**src/hdl/pit_pkg.sv**
```systemverilog
// Shared types and constants for the prescaled interval timer.
`default_nettype none

package pit_pkg;

  // Request kinds
  typedef enum logic [1:0] {
    MODE_TICK  = 2'd0,
    MODE_READ  = 2'd1,
    MODE_WRITE = 2'd2,
    MODE_NOP   = 2'd3
  } mode_t;

  // Register offsets
  localparam logic [2:0] OFF_CS    = 3'd0;
  localparam logic [2:0] OFF_MOD   = 3'd2;
  localparam logic [2:0] OFF_COUNT = 3'd4;

  // Control/status bit positions
  localparam int CS_EN_BIT   = 0;
  localparam int CS_RLD_BIT  = 1;
  localparam int CS_PIF_BIT  = 2;
  localparam int CS_PIE_BIT  = 3;
  localparam int CS_OVW_BIT  = 4;
  localparam int CS_PRE_LSB  = 8;
  localparam int CS_PRE_MSB  = 11;

  localparam logic [15:0] CS_PIE_MASK = 16'h0008;
  localparam logic [15:0] FULL16      = 16'hffff;

  typedef struct packed {
    logic [1:0]  mode;
    logic [2:0]  reg_offset;
    logic [15:0] write_data;
  } cmd_t;

  typedef struct packed {
    logic [15:0] read_data;
    logic        irq;
    logic        bad_offset;
  } rsp_t;

endpackage

`default_nettype wire

```
**src/hdl/pit_if.sv**
```systemverilog
// Request channels of the timer: command in, response out.
`default_nettype none

interface pit_cmd_if;
  logic        valid;
  logic        ready;
  logic [1:0]  mode;
  logic [2:0]  reg_offset;
  logic [15:0] write_data;

  modport source (output valid, output mode, output reg_offset, output write_data,
                  input ready);
  modport sink (input valid, input mode, input reg_offset, input write_data,
                output ready);
endinterface

interface pit_rsp_if;
  logic        valid;
  logic        ready;
  logic [15:0] read_data;
  logic        irq;
  logic        bad_offset;

  modport source (output valid, output read_data, output irq, output bad_offset,
                  input ready);
  modport sink (input valid, input read_data, input irq, input bad_offset,
                output ready);
endinterface

`default_nettype wire

```
**src/hdl/pit_core.sv**
```systemverilog
// Timer register file and single-request update logic.
`default_nettype none

module pit_core (
  input  wire logic          clk,
  input  wire logic          rst,
  input  wire logic          step,
  input  wire pit_pkg::cmd_t cmd,
  output pit_pkg::rsp_t      result
);

  logic [15:0] control_status, control_status_next;
  logic [15:0] modulus, modulus_next;
  logic [15:0] count, count_next;
  logic [14:0] prescale_count, prescale_count_next;

  logic [15:0] period;
  logic [15:0] pcnt_inc;
  logic [15:0] limit;
  logic [15:0] cs_wr;
  logic [3:0]  pre;
  logic        good_off;

  assign pre      = control_status[pit_pkg::CS_PRE_MSB:pit_pkg::CS_PRE_LSB];
  assign period   = 16'(1) << pre;
  assign pcnt_inc = {1'b0, prescale_count} + 16'd1;
  assign limit    = control_status[pit_pkg::CS_RLD_BIT] ? modulus : pit_pkg::FULL16;
  assign good_off = (cmd.reg_offset == pit_pkg::OFF_CS) ||
                    (cmd.reg_offset == pit_pkg::OFF_MOD) ||
                    (cmd.reg_offset == pit_pkg::OFF_COUNT);

  // Flag is write-one-to-clear; writing zero keeps it
  always_comb begin
    cs_wr = cmd.write_data;
    cs_wr[pit_pkg::CS_PIF_BIT] = cmd.write_data[pit_pkg::CS_PIF_BIT] ? 1'b0 :
                                 control_status[pit_pkg::CS_PIF_BIT];
  end

  // Next state for one request
  always_comb begin
    control_status_next = control_status;
    modulus_next        = modulus;
    count_next          = count;
    prescale_count_next = prescale_count;
    unique case (pit_pkg::mode_t'(cmd.mode))
      pit_pkg::MODE_TICK: begin
        if (control_status[pit_pkg::CS_EN_BIT]) begin
          if (pcnt_inc < period) begin
            prescale_count_next = pcnt_inc[14:0];
          end else begin
            prescale_count_next = '0;
            if (count <= 16'd1) begin
              control_status_next[pit_pkg::CS_PIF_BIT] = 1'b1;
              count_next = limit;
            end else begin
              count_next = count - 16'd1;
            end
          end
        end
      end
      pit_pkg::MODE_WRITE: begin
        if (cmd.reg_offset == pit_pkg::OFF_CS) begin
          control_status_next = cs_wr;
          // Restart the prescaler when any bit other than the interrupt enable changes
          if (((control_status ^ cs_wr) & ~pit_pkg::CS_PIE_MASK) != '0) begin
            prescale_count_next = '0;
          end
        end else if (cmd.reg_offset == pit_pkg::OFF_MOD) begin
          modulus_next = cmd.write_data;
          control_status_next[pit_pkg::CS_PIF_BIT] = 1'b0;
          if (control_status[pit_pkg::CS_OVW_BIT]) begin
            count_next          = cmd.write_data;
            prescale_count_next = '0;
          end
        end
      end
      pit_pkg::MODE_READ, pit_pkg::MODE_NOP: begin
      end
      default: begin
      end
    endcase
  end

  // Response fields
  always_comb begin
    result.read_data  = '0;
    result.bad_offset = 1'b0;
    if (cmd.mode == pit_pkg::MODE_READ) begin
      priority if (cmd.reg_offset == pit_pkg::OFF_CS)    result.read_data = control_status;
      else if (cmd.reg_offset == pit_pkg::OFF_MOD)       result.read_data = modulus;
      else if (cmd.reg_offset == pit_pkg::OFF_COUNT)     result.read_data = count;
      else                                               result.read_data = '0;
    end
    if (cmd.mode == pit_pkg::MODE_READ || cmd.mode == pit_pkg::MODE_WRITE) begin
      result.bad_offset = !good_off;
    end
    result.irq = control_status_next[pit_pkg::CS_PIE_BIT] &
                 control_status_next[pit_pkg::CS_PIF_BIT];
  end

  // Commit state when the request leaves the input stage
  always_ff @(posedge clk) begin
    if (rst) begin
      control_status <= '0;
      modulus        <= '0;
      count          <= '0;
      prescale_count <= '0;
    end else if (step) begin
      control_status <= control_status_next;
      modulus        <= modulus_next;
      count          <= count_next;
      prescale_count <= prescale_count_next;
    end
  end

endmodule

`default_nettype wire

```
**src/hdl/prescaled_interval_timer.sv**
```systemverilog
// Top level: input stage, timer core and response register.
// A request accepted into the input stage passes through the core into the response register.
// Throughput: one request per cycle; the input stage keeps taking requests while
// a response waits, and stalls only when both stages are full.
// The input stage and the response register form a two-deep pipe around the core.
// Synchronous reset clears all timer registers and empties both stages.
`default_nettype none

module prescaled_interval_timer (
  input  wire logic  clk,
  input  wire logic  rst,
  pit_cmd_if.sink    cmd,
  pit_rsp_if.source  rsp
);

  logic          in_valid;
  pit_pkg::cmd_t in_cmd;
  logic          out_valid;
  pit_pkg::rsp_t out_rsp;
  pit_pkg::rsp_t core_rsp;
  logic          advance;

  // Move the held request into the response register when it is free or its response is being taken
  assign advance   = in_valid && (!out_valid || rsp.ready);
  assign cmd.ready = !in_valid || advance;

  // Hold the accepted request
  always_ff @(posedge clk) begin
    if (rst) begin
      in_valid <= 1'b0;
    end else if (cmd.ready) begin
      in_valid <= cmd.valid;
    end
  end

  always_ff @(posedge clk) begin
    if (cmd.ready && cmd.valid) begin
      in_cmd <= '{mode: cmd.mode, reg_offset: cmd.reg_offset, write_data: cmd.write_data};
    end
  end

  pit_core u_core (
    .clk    (clk),
    .rst    (rst),
    .step   (advance),
    .cmd    (in_cmd),
    .result (core_rsp)
  );

  // Hold the response until taken
  always_ff @(posedge clk) begin
    if (rst) begin
      out_valid <= 1'b0;
    end else if (advance) begin
      out_valid <= 1'b1;
    end else if (rsp.ready) begin
      out_valid <= 1'b0;
    end
  end

  always_ff @(posedge clk) begin
    if (advance) begin
      out_rsp <= core_rsp;
    end
  end

  assign rsp.valid      = out_valid;
  assign rsp.read_data  = out_rsp.read_data;
  assign rsp.irq        = out_rsp.irq;
  assign rsp.bad_offset = out_rsp.bad_offset;

endmodule

`default_nettype wire

```
**src/flat_wrapper.sv**
```systemverilog
// flat-port wrapper written by rule: the top's interface ports become plain ports
module prescaled_interval_timer_flat 
  (clk, rst, cmd_valid, cmd_mode, cmd_reg_offset, cmd_write_data, cmd_ready, rsp_valid, rsp_read_data, rsp_irq, rsp_bad_offset, rsp_ready);
  pit_cmd_if cmd_i ();
  pit_rsp_if rsp_i ();
  input  wire logic clk;
  input  wire logic rst;
  input wire logic [$bits(cmd_i.valid)-1:0] cmd_valid;
  input wire logic [$bits(cmd_i.mode)-1:0] cmd_mode;
  input wire logic [$bits(cmd_i.reg_offset)-1:0] cmd_reg_offset;
  input wire logic [$bits(cmd_i.write_data)-1:0] cmd_write_data;
  output wire logic [$bits(cmd_i.ready)-1:0] cmd_ready;
  output wire logic [$bits(rsp_i.valid)-1:0] rsp_valid;
  output wire logic [$bits(rsp_i.read_data)-1:0] rsp_read_data;
  output wire logic [$bits(rsp_i.irq)-1:0] rsp_irq;
  output wire logic [$bits(rsp_i.bad_offset)-1:0] rsp_bad_offset;
  input wire logic [$bits(rsp_i.ready)-1:0] rsp_ready;
  assign cmd_i.valid = cmd_valid;
  assign cmd_i.mode = cmd_mode;
  assign cmd_i.reg_offset = cmd_reg_offset;
  assign cmd_i.write_data = cmd_write_data;
  assign cmd_ready = cmd_i.ready;
  assign rsp_valid = rsp_i.valid;
  assign rsp_read_data = rsp_i.read_data;
  assign rsp_irq = rsp_i.irq;
  assign rsp_bad_offset = rsp_i.bad_offset;
  assign rsp_i.ready = rsp_ready;
  prescaled_interval_timer u_core (.clk(clk), .rst(rst), .cmd(cmd_i), .rsp(rsp_i));
endmodule
```
**config.mk**
```make
export PLATFORM = sky130hd
export DESIGN_NAME = prescaled_interval_timer_flat
export DESIGN_NICKNAME = d
export VERILOG_FILES = /design/src/hdl/pit_pkg.sv /design/src/hdl/pit_if.sv /design/src/hdl/pit_core.sv /design/src/hdl/prescaled_interval_timer.sv /design/src/flat_wrapper.sv
export SDC_FILE = /design/constraint.sdc
export NUM_CORES = 1
export LEC_CHECK = 0
export BUFFER_PORTS_ARGS = -buffer_cell sky130_fd_sc_hd__buf_2
export CAP_MARGIN = 25
export CORE_MARGIN = 10
export CORE_UTILIZATION = 50
export DETAILED_ROUTE_END_ITERATION = 8
export HOLD_SLACK_MARGIN = 0.03
export PLACE_DENSITY = 0.75
export SLEW_MARGIN = 10
export SYNTH_ARGS = -nofsm -noshare
export SYNTH_HDL_FRONTEND = slang
export SYNTH_SLANG_ARGS = --single-unit
```
**constraint.sdc**
```tcl
create_clock -name clk -period 3.9 [get_ports clk]
set_input_delay 0.39 -clock clk [delete_from_list [all_inputs] [get_ports clk]]
set_output_delay 0.39 -clock clk [all_outputs]
set_load 0.01 [all_outputs]
```
=== After elaboration in Yosys (flattened, before gate mapping) ===
Cells that the tools add are included.

* Flip-flop bits (word level): 104
* Input port bits: 25
* Output and inout port bits: 20
* Word-level logic and storage cells: 81

* $add $sub $neg: 2
* Order comparisons: 2
* Equal/unequal tests: 12
* Shift-type cells: 1
* Muxes and demuxes: 29
* Bitwise gates (word level): 3
* Reductions and logical operators: 19

{| class="wikitable"
|+ Operator list
! operator !! number
|-
| two-way mux 16 bit || 10
|-
| two-way mux 15 bit || 6
|-
| one-hot mux 16 bit (2 select lines) || 1
|-
| one-hot mux 15 bit (2 select lines) || 1
|-
| adder 15 x 1 -> 16 bit, second input constant || 1
|-
| <= comparator 16 x 1 -> 1 bit, second input constant || 1
|-
| less-than comparator 16 bit || 1
|-
| nonzero test 16 bit || 1
|-
| left shift 1 x 4 -> 16 bit, first input constant || 1
|-
| subtractor 16 x 1 -> 16 bit, second input constant || 1
|-
| bitwise XOR 16 bit || 1
|-
| two-way mux 1 bit || 10
|-
| inequality test 2 bit, second input constant || 5
|-
| inequality test 3 bit, second input constant || 3
|-
| AND reduction 7 bit || 1
|-
| AND reduction 6 bit || 1
|-
| logical OR 1 bit || 5
|-
| AND reduction 4 bit || 1
|-
| nonzero test 2 bit || 2
|-
| == test 3 x 2 -> 1 bit, second input constant || 1
|-
| == test 3 bit, second input constant || 1
|-
| zero test 1 bit || 3
|-
| zero test 3 bit || 1
|-
| AND reduction 3 bit || 1
|-
| other kinds (7) || 8
|}

=== Depth between registers and ports, before layout ===
Gate-level depths: netlist of the first run.

* Depth after elaboration: 6
* Mapped depth: 14
* Depth with buffers taken out: 12

=== Modules after synthesis ===
Synthesis of the first run repeated with hierarchy kept, for this count alone.

* Cell total of the unflattened synthesis: 655
* Area total of the unflattened synthesis: 5,674.2 µm²

{| class="wikitable"
|+ Modules (own cells, without submodules)
! module !! instances !! cells an instance !! area an instance (µm²) !! seq. area each (µm²)
|-
| pit_core || 1 || 606 || 4,399.2 || 1,261.2
|-
| prescaled_interval_timer || 1 || 49 || 1,275.0 || 1,211.2
|}

=== Least setup slack after synthesis of the first run ===
OpenSTA, ideal clock, no wires.

* Kind: flip-flop to flip-flop
* Start point: register u_core.u_core.prescale_count[0]
* End point: register u_core.u_core.prescale_count[10]
* Library setup time: 70 ps
* Data arrival time: 3,279 ps
* Required time: 3,830 ps
* Setup slack: 550 ps
* Stages on the path, launching flop included: 15
* Buffers on the path: 2
* Period minus slack after synthesis: 3,350 ps
* Cells stage by stage: dfxtp_1 > ha_1 > nand3_1 > or2_2 > clkbuf_1 > nor3b_1 > xor2_1 > ha_1 > o21ai_0 > a21oi_1 > a22oi_1 > nand3_1 > clkbuf_1 > or3b_2 > a21oi_1

* Word-level cells in the longest chain between the ends: 5

{| class="wikitable"
|+ Ends and longest elaborated chain
! item !! RTL line !! text
|-
| from (decl) || pit_core.sv:15 || <nowiki>logic [14:0] prescale_count, prescale_count_next;</nowiki>
|-
| from (signal assigned) || pit_core.sv:112 || <nowiki>prescale_count <= prescale_count_next;</nowiki>
|-
| adder 15 x 1 -> 16 bit (*) || pit_core.sv:26 || <nowiki>assign pcnt_inc = {1'b0, prescale_count} + 16'd1;</nowiki>
|-
| less-than comparator 16 bit || pit_core.sv:48 || <nowiki>if (pcnt_inc < period) begin</nowiki>
|-
| two-way mux 15 bit (*) || pit_core.sv:48 ||
|-
| two-way mux 15 bit (*) || pit_core.sv:47 || <nowiki>if (control_status[pit_pkg::CS_EN_BIT]) begin</nowiki>
|-
| one-hot mux 15 bit (2 select lines) (*) || pit_core.sv:45 || <nowiki>unique case (pit_pkg::mode_t'(cmd.mode))</nowiki>
|}

Mark *: on every way between the ends. The rest lies on a longest branch, timed or not. The select of a mux whose other input is x is not followed.
A chain may end at the register's enable or synchronous reset.

=== Worst setup path in the final report of the first run ===
* Start point: register u_core.u_core.prescale_count[0]
* End point: register u_core.u_core.prescale_count[13]

Same word-level chain as after synthesis.

==> results of run 1 <==
==> worst paths after layout <==
path,start,end,slack [ns]
setup / recovery,u_core.u_core.prescale_count[0]$_SDFFE_PP0P_,u_core.u_core.prescale_count[13]$_SDFFE_PP0P_,0.27
hold / removal,cmd_write_data[4],u_core.in_cmd[4]$_DFFE_PP_,0.20
setup reg to reg,u_core.u_core.prescale_count[0]$_SDFFE_PP0P_,u_core.u_core.prescale_count[13]$_SDFFE_PP0P_,0.27
hold reg to reg,u_core.u_core.prescale_count[14]$_SDFFE_PP0P_,u_core.u_core.prescale_count[14]$_SDFFE_PP0P_,0.46
==> through the flow <==
step                cells  util, %  hold slack, ns
floorplan             635        -          0.4318
global placement      790    54.53          0.4424
detailed placement    790    54.53          0.4656
CTS                   806    57.40          0.1949
global route          807    57.66          0.1910
finish                807    57.66          0.2044
==> layer usage <==
layer  routed length, um  vias to the layer above  share of wire, %  global-route usage, %
li1                    -                     2342                 -                      -
met1                6308                     2290                43                  22.30
met2                7053                      215                48                  30.04
met3                1123                       20               7.6                  4.623
met4                 197                        0               1.3                  5.224
met5                   0                        -                 0                      0
==> kinds of logic after synthesis <==
logic type	Yosys count	synth area share, %
buffers and inverters	65	4.369
DFF	104	43.60
AOI/OAI and AO/OA	139	15.51
xor gates and xnor gates	32	4.943
adders and majority gates	21	4.634
and+or+nand+nor	243	21.47
muxes	31	5.472
==> power groups by stage <==
stage / clock, mW / combinational [mW] / sequential (mW)
5_1_grt: 1.00 / 0.289 / 1.19
3_5_place_dp: 0 / 0.251 / 1.22
6_report: 0.941 / 0.263 / 1.19
3_3_place_gp: 0 / 0.248 / 1.22
2_1_floorplan: 0 / 0.182 / 1.20
4_1_cts: 0.958 / 0.252 / 1.19
==> flip-flops by register name, summed over array words and instances, names as in the netlist <==
register / flops
u_core.u_core.modulus: 16
u_core.rsp.read_data: 16
u_core.rsp.valid: 1
u_core.rsp.bad_offset: 1
u_core.u_core.prescale_count: 15
u_core.rsp.irq: 1
u_core.u_core.control_status: 16
u_core.u_core.count: 16
u_core.in_valid: 1
u_core.in_cmd: 21
==> layout by cell type (no fill, tap or decap), types with 3 or more instances in the layout <==
cell type / count
nor2_1: 73
dfxtp_1: 65
nand2_1: 51
buf_2: 44
edfxtp_1: 39
o21ai_0: 33
mux2i_1: 31
a21oi_1: 30
inv_1: 26
nor2b_1: 23
nand3_1: 23
ha_1: 21
o22ai_1: 20
xor2_1: 17
xnor2_1: 15
nor4_1: 12
a211oi_1: 12
nand4_1: 10
clkbuf_16: 9
buf_4: 9
nor3_1: 8
a31oi_1: 8
nand2b_1: 7
or4_1: 7
a2bb2oi_1: 7
or3_1: 6
or3b_2: 6
or2_2: 4
nor3b_1: 3
o221ai_1: 3
o31ai_1: 3
o21a_1: 3
o2111ai_1: 3
==> final cells by class <==
| cell class | instances | area (um2) |
|---|---|---|
| fillers | 965 | 4651 |
| multi-input cells | 466 | 2953 |
| flip-flops and latches | 104 | 2472 |
| repair buffers | 54 | 315.3 |
| clock buffers | 9 | 225.2 |
| well taps | 140 | 175.2 |
| inverters | 27 | 101.3 |
| clock inverters | 7 | 90.09 |
==> qor.yml, run 1 <==
status: "finished clean"
crit_chain: "ha_1, nand3_1, or2_2, nor3b_1, xor2_1, ha_1, o21ai_0, a21oi_1, a22oi_1, nand3_1, buf_4, or3b_2, a21oi_1"
remaining_drc_errors: 0
max_freq_mhz: 275.7
clk_latency_ns: 0.35
peakVddDrop_mv: 0.3388
synth-main-ff-cell: "dfxtp_1"
arrival_ns: 3.90
nNetsFinal: 708
detail-route-antenna-nets: 0
overflow: 0
crit_cells: 13
postPlaceCellArea_um2: 5989
synth_largest_area_cell: "dfxtp_1"
power_leakage_nw: 2.559
clkSinkCount: 104
power_frac_seq_pct: 49.7
drt_iter0_markers: 493
pre_cts_ws_ns: 0.2824
fp.dieW_um: 126.5
cp-start-kind: "flop"
switching_share_pct: 25.99
pin_count: 45
hold_class: "in2reg"
synthTopCellsByCount: "nor2_1, dfxtp_1, nand2_1"
fp.dieH_um: 126.5
rsz0062_at_grt: "false"
vias: 4867
post_cts_buffers: 0
cts_max_level: 3
yosys.area.top_type_share_pct: 22.95
layout_setup_ws_ns: 0.2730
postCtsHoldBufs: 0
tns_ns: 0
dpl.hpwl_mm: 10.38
fin_total_pwr_mw: 2.395
grt_pass1_wl_mm: 23.92
rows: 38
clock_skew_ns: 0.008839
critPathKind: "reg2reg"
combPwrFrac_pct: 11.0
gp_congestion: 0.9413
critPathRequiredTime_ns: 4.18
fin_area_um2: 6332
yosys-top-cells-area: "dfxtp_1, edfxtp_1, mux2i_1"
wl_mm: 14.68
yosys_warnings: 0
wl_per_cell_um: 18.19
hold_depth: 1
crit_fanout: 23
cts_tree: "done"
max_cap_violations: 0
clock_power_share_pct: 39.3
p_int_mw: 1.773
portBuffers: 44
clk_pin_slew_ns: 0.07
syn_area_um2: 5670
critPathMaxStageDelay_ns: 0.46
postSynth.asyncResetShare_pct: 0
cts.repair.resized: 0
synth.most_common_cell: "nor2_1"
crit_buf_inv: 1
finalHoldViolCount: 0
seq_area_frac_synth_pct: 43.60
tightest_slew_ns: 0.9658
crit_family: "simple AND/OR/NAND/NOR gates"
synthToLayoutAreaGrowth_pct: 11.67
antenna_found_initial: 0
r2r_cells: 13
synth-edff-count: 39
core_area_um2: 10980
die_area_um2: 16000
start_util_pct: 51.63
grt_max_degree: 57
cts-root-buf: "clkbuf_16"
cp_slowest_cell: "or3b_2"
ys_types: 52
ys_ff_latch: 104
final_layout_size_suffix_gt1_share_pct: 12.74
setup_violations: 0
syn_nets: 681
power_switching_mw: 0.6225
viasPerCell: 6.031
cts_buffers: 9
dr.pass1.iters: 5
clk_path_buf_depth: 2
antenna_cells: 0
finalMaxSlewViolations: 0
synth.avg_cell_area_um2: 8.930
crit_path_end_kind: "flop"
synth_cells: 635
grt_pass1_vias: 4673
fin_crit_ns: 3.627
relSlewSlack_pct: 35.31
grt_use_total_pct: 17.98
post-route-period-util_pct: 93.00
p_per_area_nw_per_um2: 378.3
Note: power is estimated with default switching activity, not from simulation.
==> inputs of run 2 (changes only) <==
Settings changed: GPL_TIMING_DRIVEN set to 0, PLACE_DENSITY 0.75 to not set, PLACE_DENSITY_LB_ADDON set to 0.3.
==> run 2 against run 1 <==
  * Combinational power increased by 4%
  * Cell count increased by 3.7%
  * Clock skew increased by 0.0042 ns
  * Setup slack got worse by 0.084 ns
  * Die area unchanged
  * Critical endpoint is now u_core.u_core.count[2]$_SDFFE_PP0P_
  * Critical path depth increased by 2
==> qor.yml, run 2 (synthesized netlist as in run 1, its figures left out) <==
pin_count: 45  # unchanged
fin_crit_ns: 3.711  # +0.08374 ns
setup_violations: 0  # unchanged
final_core_util_pct: 58.48  # +0.82 points
grt_pass1_wl_mm: 25.96  # +8.6%
holdPathEnd: "u_core.in_cmd[19]$_DFFE_PP_"
r2r_setup_slack_ns: 0.19  # -0.08 ns
cts_tree: "done"
clock_power_share_pct: 37.9  # -1.4 points
layout_setup_ws_ns: 0.1892  # -0.08374 ns
combPwrFrac_pct: 11.7  # +0.7 points
relSlewSlack_pct: 20.62  # -15 points
multi_input_area_um2: 2987  # +1.1%
finalNonFillerCells: 837  # +3.7%
cp_slowest_cell: "dfxtp_1"
overflow: 0  # unchanged
crit_buf_inv: 3  # +2
layout_commonest_cell: "nor2_1"
dr.pass1.iters: 5  # unchanged
grt_use_total_pct: 19.90  # +1.9 points
wl_mm: 16.14  # +9.9%
start_util_pct: 51.63  # unchanged
portBuffers: 44  # unchanged
fill_cells: 992  # +2.8%
r2r_cells: 15  # +2
detail-route-antenna-nets: 0  # unchanged
crit_fanout: 10  # -57%
finalHoldViolCount: 0  # unchanged
clock_skew_ns: 0.01303  # +0.004190 ns
nNetsFinal: 738  # +4.2%
rsz0062_at_grt: "false"
fin_total_pwr_mw: 2.347  # -2.0%
crit_family: "compound AO/OA/AOI/OAI gates"
switching_share_pct: 26.77  # +0.78 points
regMostFlops: "u_core.in_cmd"
final_layout_size_suffix_gt1_share_pct: 12.77  # +0.025 points
critPathRequiredTime_ns: 4.16  # -0.02 ns
finalMaxSlewViolations: 0  # unchanged
critPathMaxStageDelay_ns: 0.38  # -0.08 ns
tns_ns: 0  # unchanged
postCtsHoldBufs: 0  # unchanged
clkSinkCount: 104  # unchanged
cts_buffers: 9  # unchanged
cp-start-kind: "flop"
gp_congestion: 0.9702  # +3.1%
max_cap_violations: 0  # unchanged
antenna_found_initial: 0  # unchanged
arrival_ns: 3.97  # +0.07 ns
hold_depth: 1  # unchanged
p_int_mw: 1.718  # -3.1%
pre_cts_ws_ns: -0.2307  # -0.5131 ns
wl_met2_mm: 7.924  # +12%
rows: 38  # unchanged
hold_class: "in2reg"
tightest_slew_ns: 1.180  # +0.2140 ns
wl_met1_mm: 6.701  # +6.2%
final_cell_mix: "nor2_1, dfxtp_1, nand2_1"
power_leakage_nw: 2.577  # +0.70%
crit_chain: "ha_1, nand3_1, or2_2, clkbuf_1, nor3b_2, xor2_1, ha_1, o21ai_0, a21oi_1, a22oi_2, buf_4, a31o_2, clkbuf_4, a211oi_1, a211oi_1"
crit-reg2reg-capture: "u_core.u_core.count[2]$_SDFFE_PP0P_"
largest_register_ff_count: 21  # unchanged
fp.dieW_um: 126.5  # unchanged
grt_pass1_vias: 5053  # +8.1%
core_area_um2: 10980  # unchanged
power_frac_seq_pct: 50.5  # +0.8 points
hp-start: "cmd_mode[0]"
power_switching_mw: 0.6281  # +0.91%
crit_path_end_kind: "flop"
grt_max_degree: 22  # -61%
critPathKind: "reg2reg"
status: "finished clean"
dp_cells: 820  # +3.8%
dr.max_layer_used: "met4"
clk_latency_ns: 0.36  # about the same
antenna_cells: 0  # unchanged
clk_pin_slew_ns: 0.08  # about the same
reg2reg_from: "u_core.u_core.prescale_count[1]$_SDFFE_PP0P_"
cts_max_level: 3  # unchanged
clk_path_buf_depth: 2  # unchanged
viasPerCell: 6.050  # +0.32%
vias: 5064  # +4.0%
synthToLayoutAreaGrowth_pct: 13.26
post-route-period-util_pct: 95.15  # +2.1 points
drt_iter0_markers: 537  # +8.9%
die_area_um2: 16000  # unchanged
fp.dieH_um: 126.5  # unchanged
remaining_drc_errors: 0  # unchanged
regArea_um2: 2474  # about the same
p_per_area_nw_per_um2: 365.4  # -3.4%
peakVddDrop_mv: 0.3749  # +11%
cts-root-buf: "clkbuf_16"
max_freq_mhz: 269.5  # -2.3%
dpl.hpwl_mm: 12.10  # +17%
met3WireLength_mm: 1.126  # +0.27%
wl_per_cell_um: 19.28  # +6.0%
==> run 2: worst max path at each step <==
stage                                                 startpoint                                            end  cells past startpoint
CTS                 u_core.u_core.prescale_count[0]$_SDFFE_PP0P_   u_core.u_core.prescale_count[9]$_SDFFE_PP0P_                     14
finish              u_core.u_core.prescale_count[1]$_SDFFE_PP0P_            u_core.u_core.count[2]$_SDFFE_PP0P_                     15
global placement    u_core.u_core.prescale_count[0]$_SDFFE_PP0P_  u_core.u_core.prescale_count[10]$_SDFFE_PP0P_                     14
floorplan           u_core.u_core.prescale_count[0]$_SDFFE_PP0P_  u_core.u_core.prescale_count[10]$_SDFFE_PP0P_                     14
global route        u_core.u_core.prescale_count[1]$_SDFFE_PP0P_            u_core.u_core.count[2]$_SDFFE_PP0P_                     15
detailed placement  u_core.u_core.prescale_count[0]$_SDFFE_PP0P_  u_core.u_core.prescale_count[14]$_SDFFE_PP0P_                     14
==> run 2: layout make-up <==
type,count,area share (%)
clock inverter,6,0.8572
inverter,27,1.578
clock buffer,10,3.721
buffer,38,2.377
multi-input combinational,466,46.50
timing repair buffer,46,3.721
tap,140,2.727
sequential,104,38.52
==> run 2: stage by stage <==
step                      instance area, um2  hold WS [ns]
after CTS                               6390        0.1941
final                                   6422        0.1986
after global placement                  6066        0.4434
after global routing                    6422        0.1911
after floorplan                         5670        0.4318
after detailed placement                6077        0.4595
==> run 2: timing repair <==
action	CTS	global route
resized for setup	3	13
cloned	0	0
setup buffers	1	0
endpoints found under the setup margin	20	31
pin swaps	2	0
==> run 2: per-layer routing <==
metal | GRT usage, % | up-vias
li1 | - | 2400
met1 | 23.73 | 2417
met2 | 34.33 | 210
met3 | 4.498 | 37
met4 | 6.966 | 0
met5 | 0 | -
==> run 2: power by group through the flow <==
| stage | Clock [mW] | Combinational [mW] | Sequential [mW] |
|---|---|---|---|
| 2_1_floorplan | 0 | 0.182 | 1.20 |
| 3_3_place_gp | 0 | 0.261 | 1.21 |
| 3_5_place_dp | 0 | 0.266 | 1.21 |
| 4_1_cts | 0.904 | 0.268 | 1.18 |
| 5_1_grt | 0.944 | 0.299 | 1.19 |
| 6_report | 0.889 | 0.274 | 1.18 |
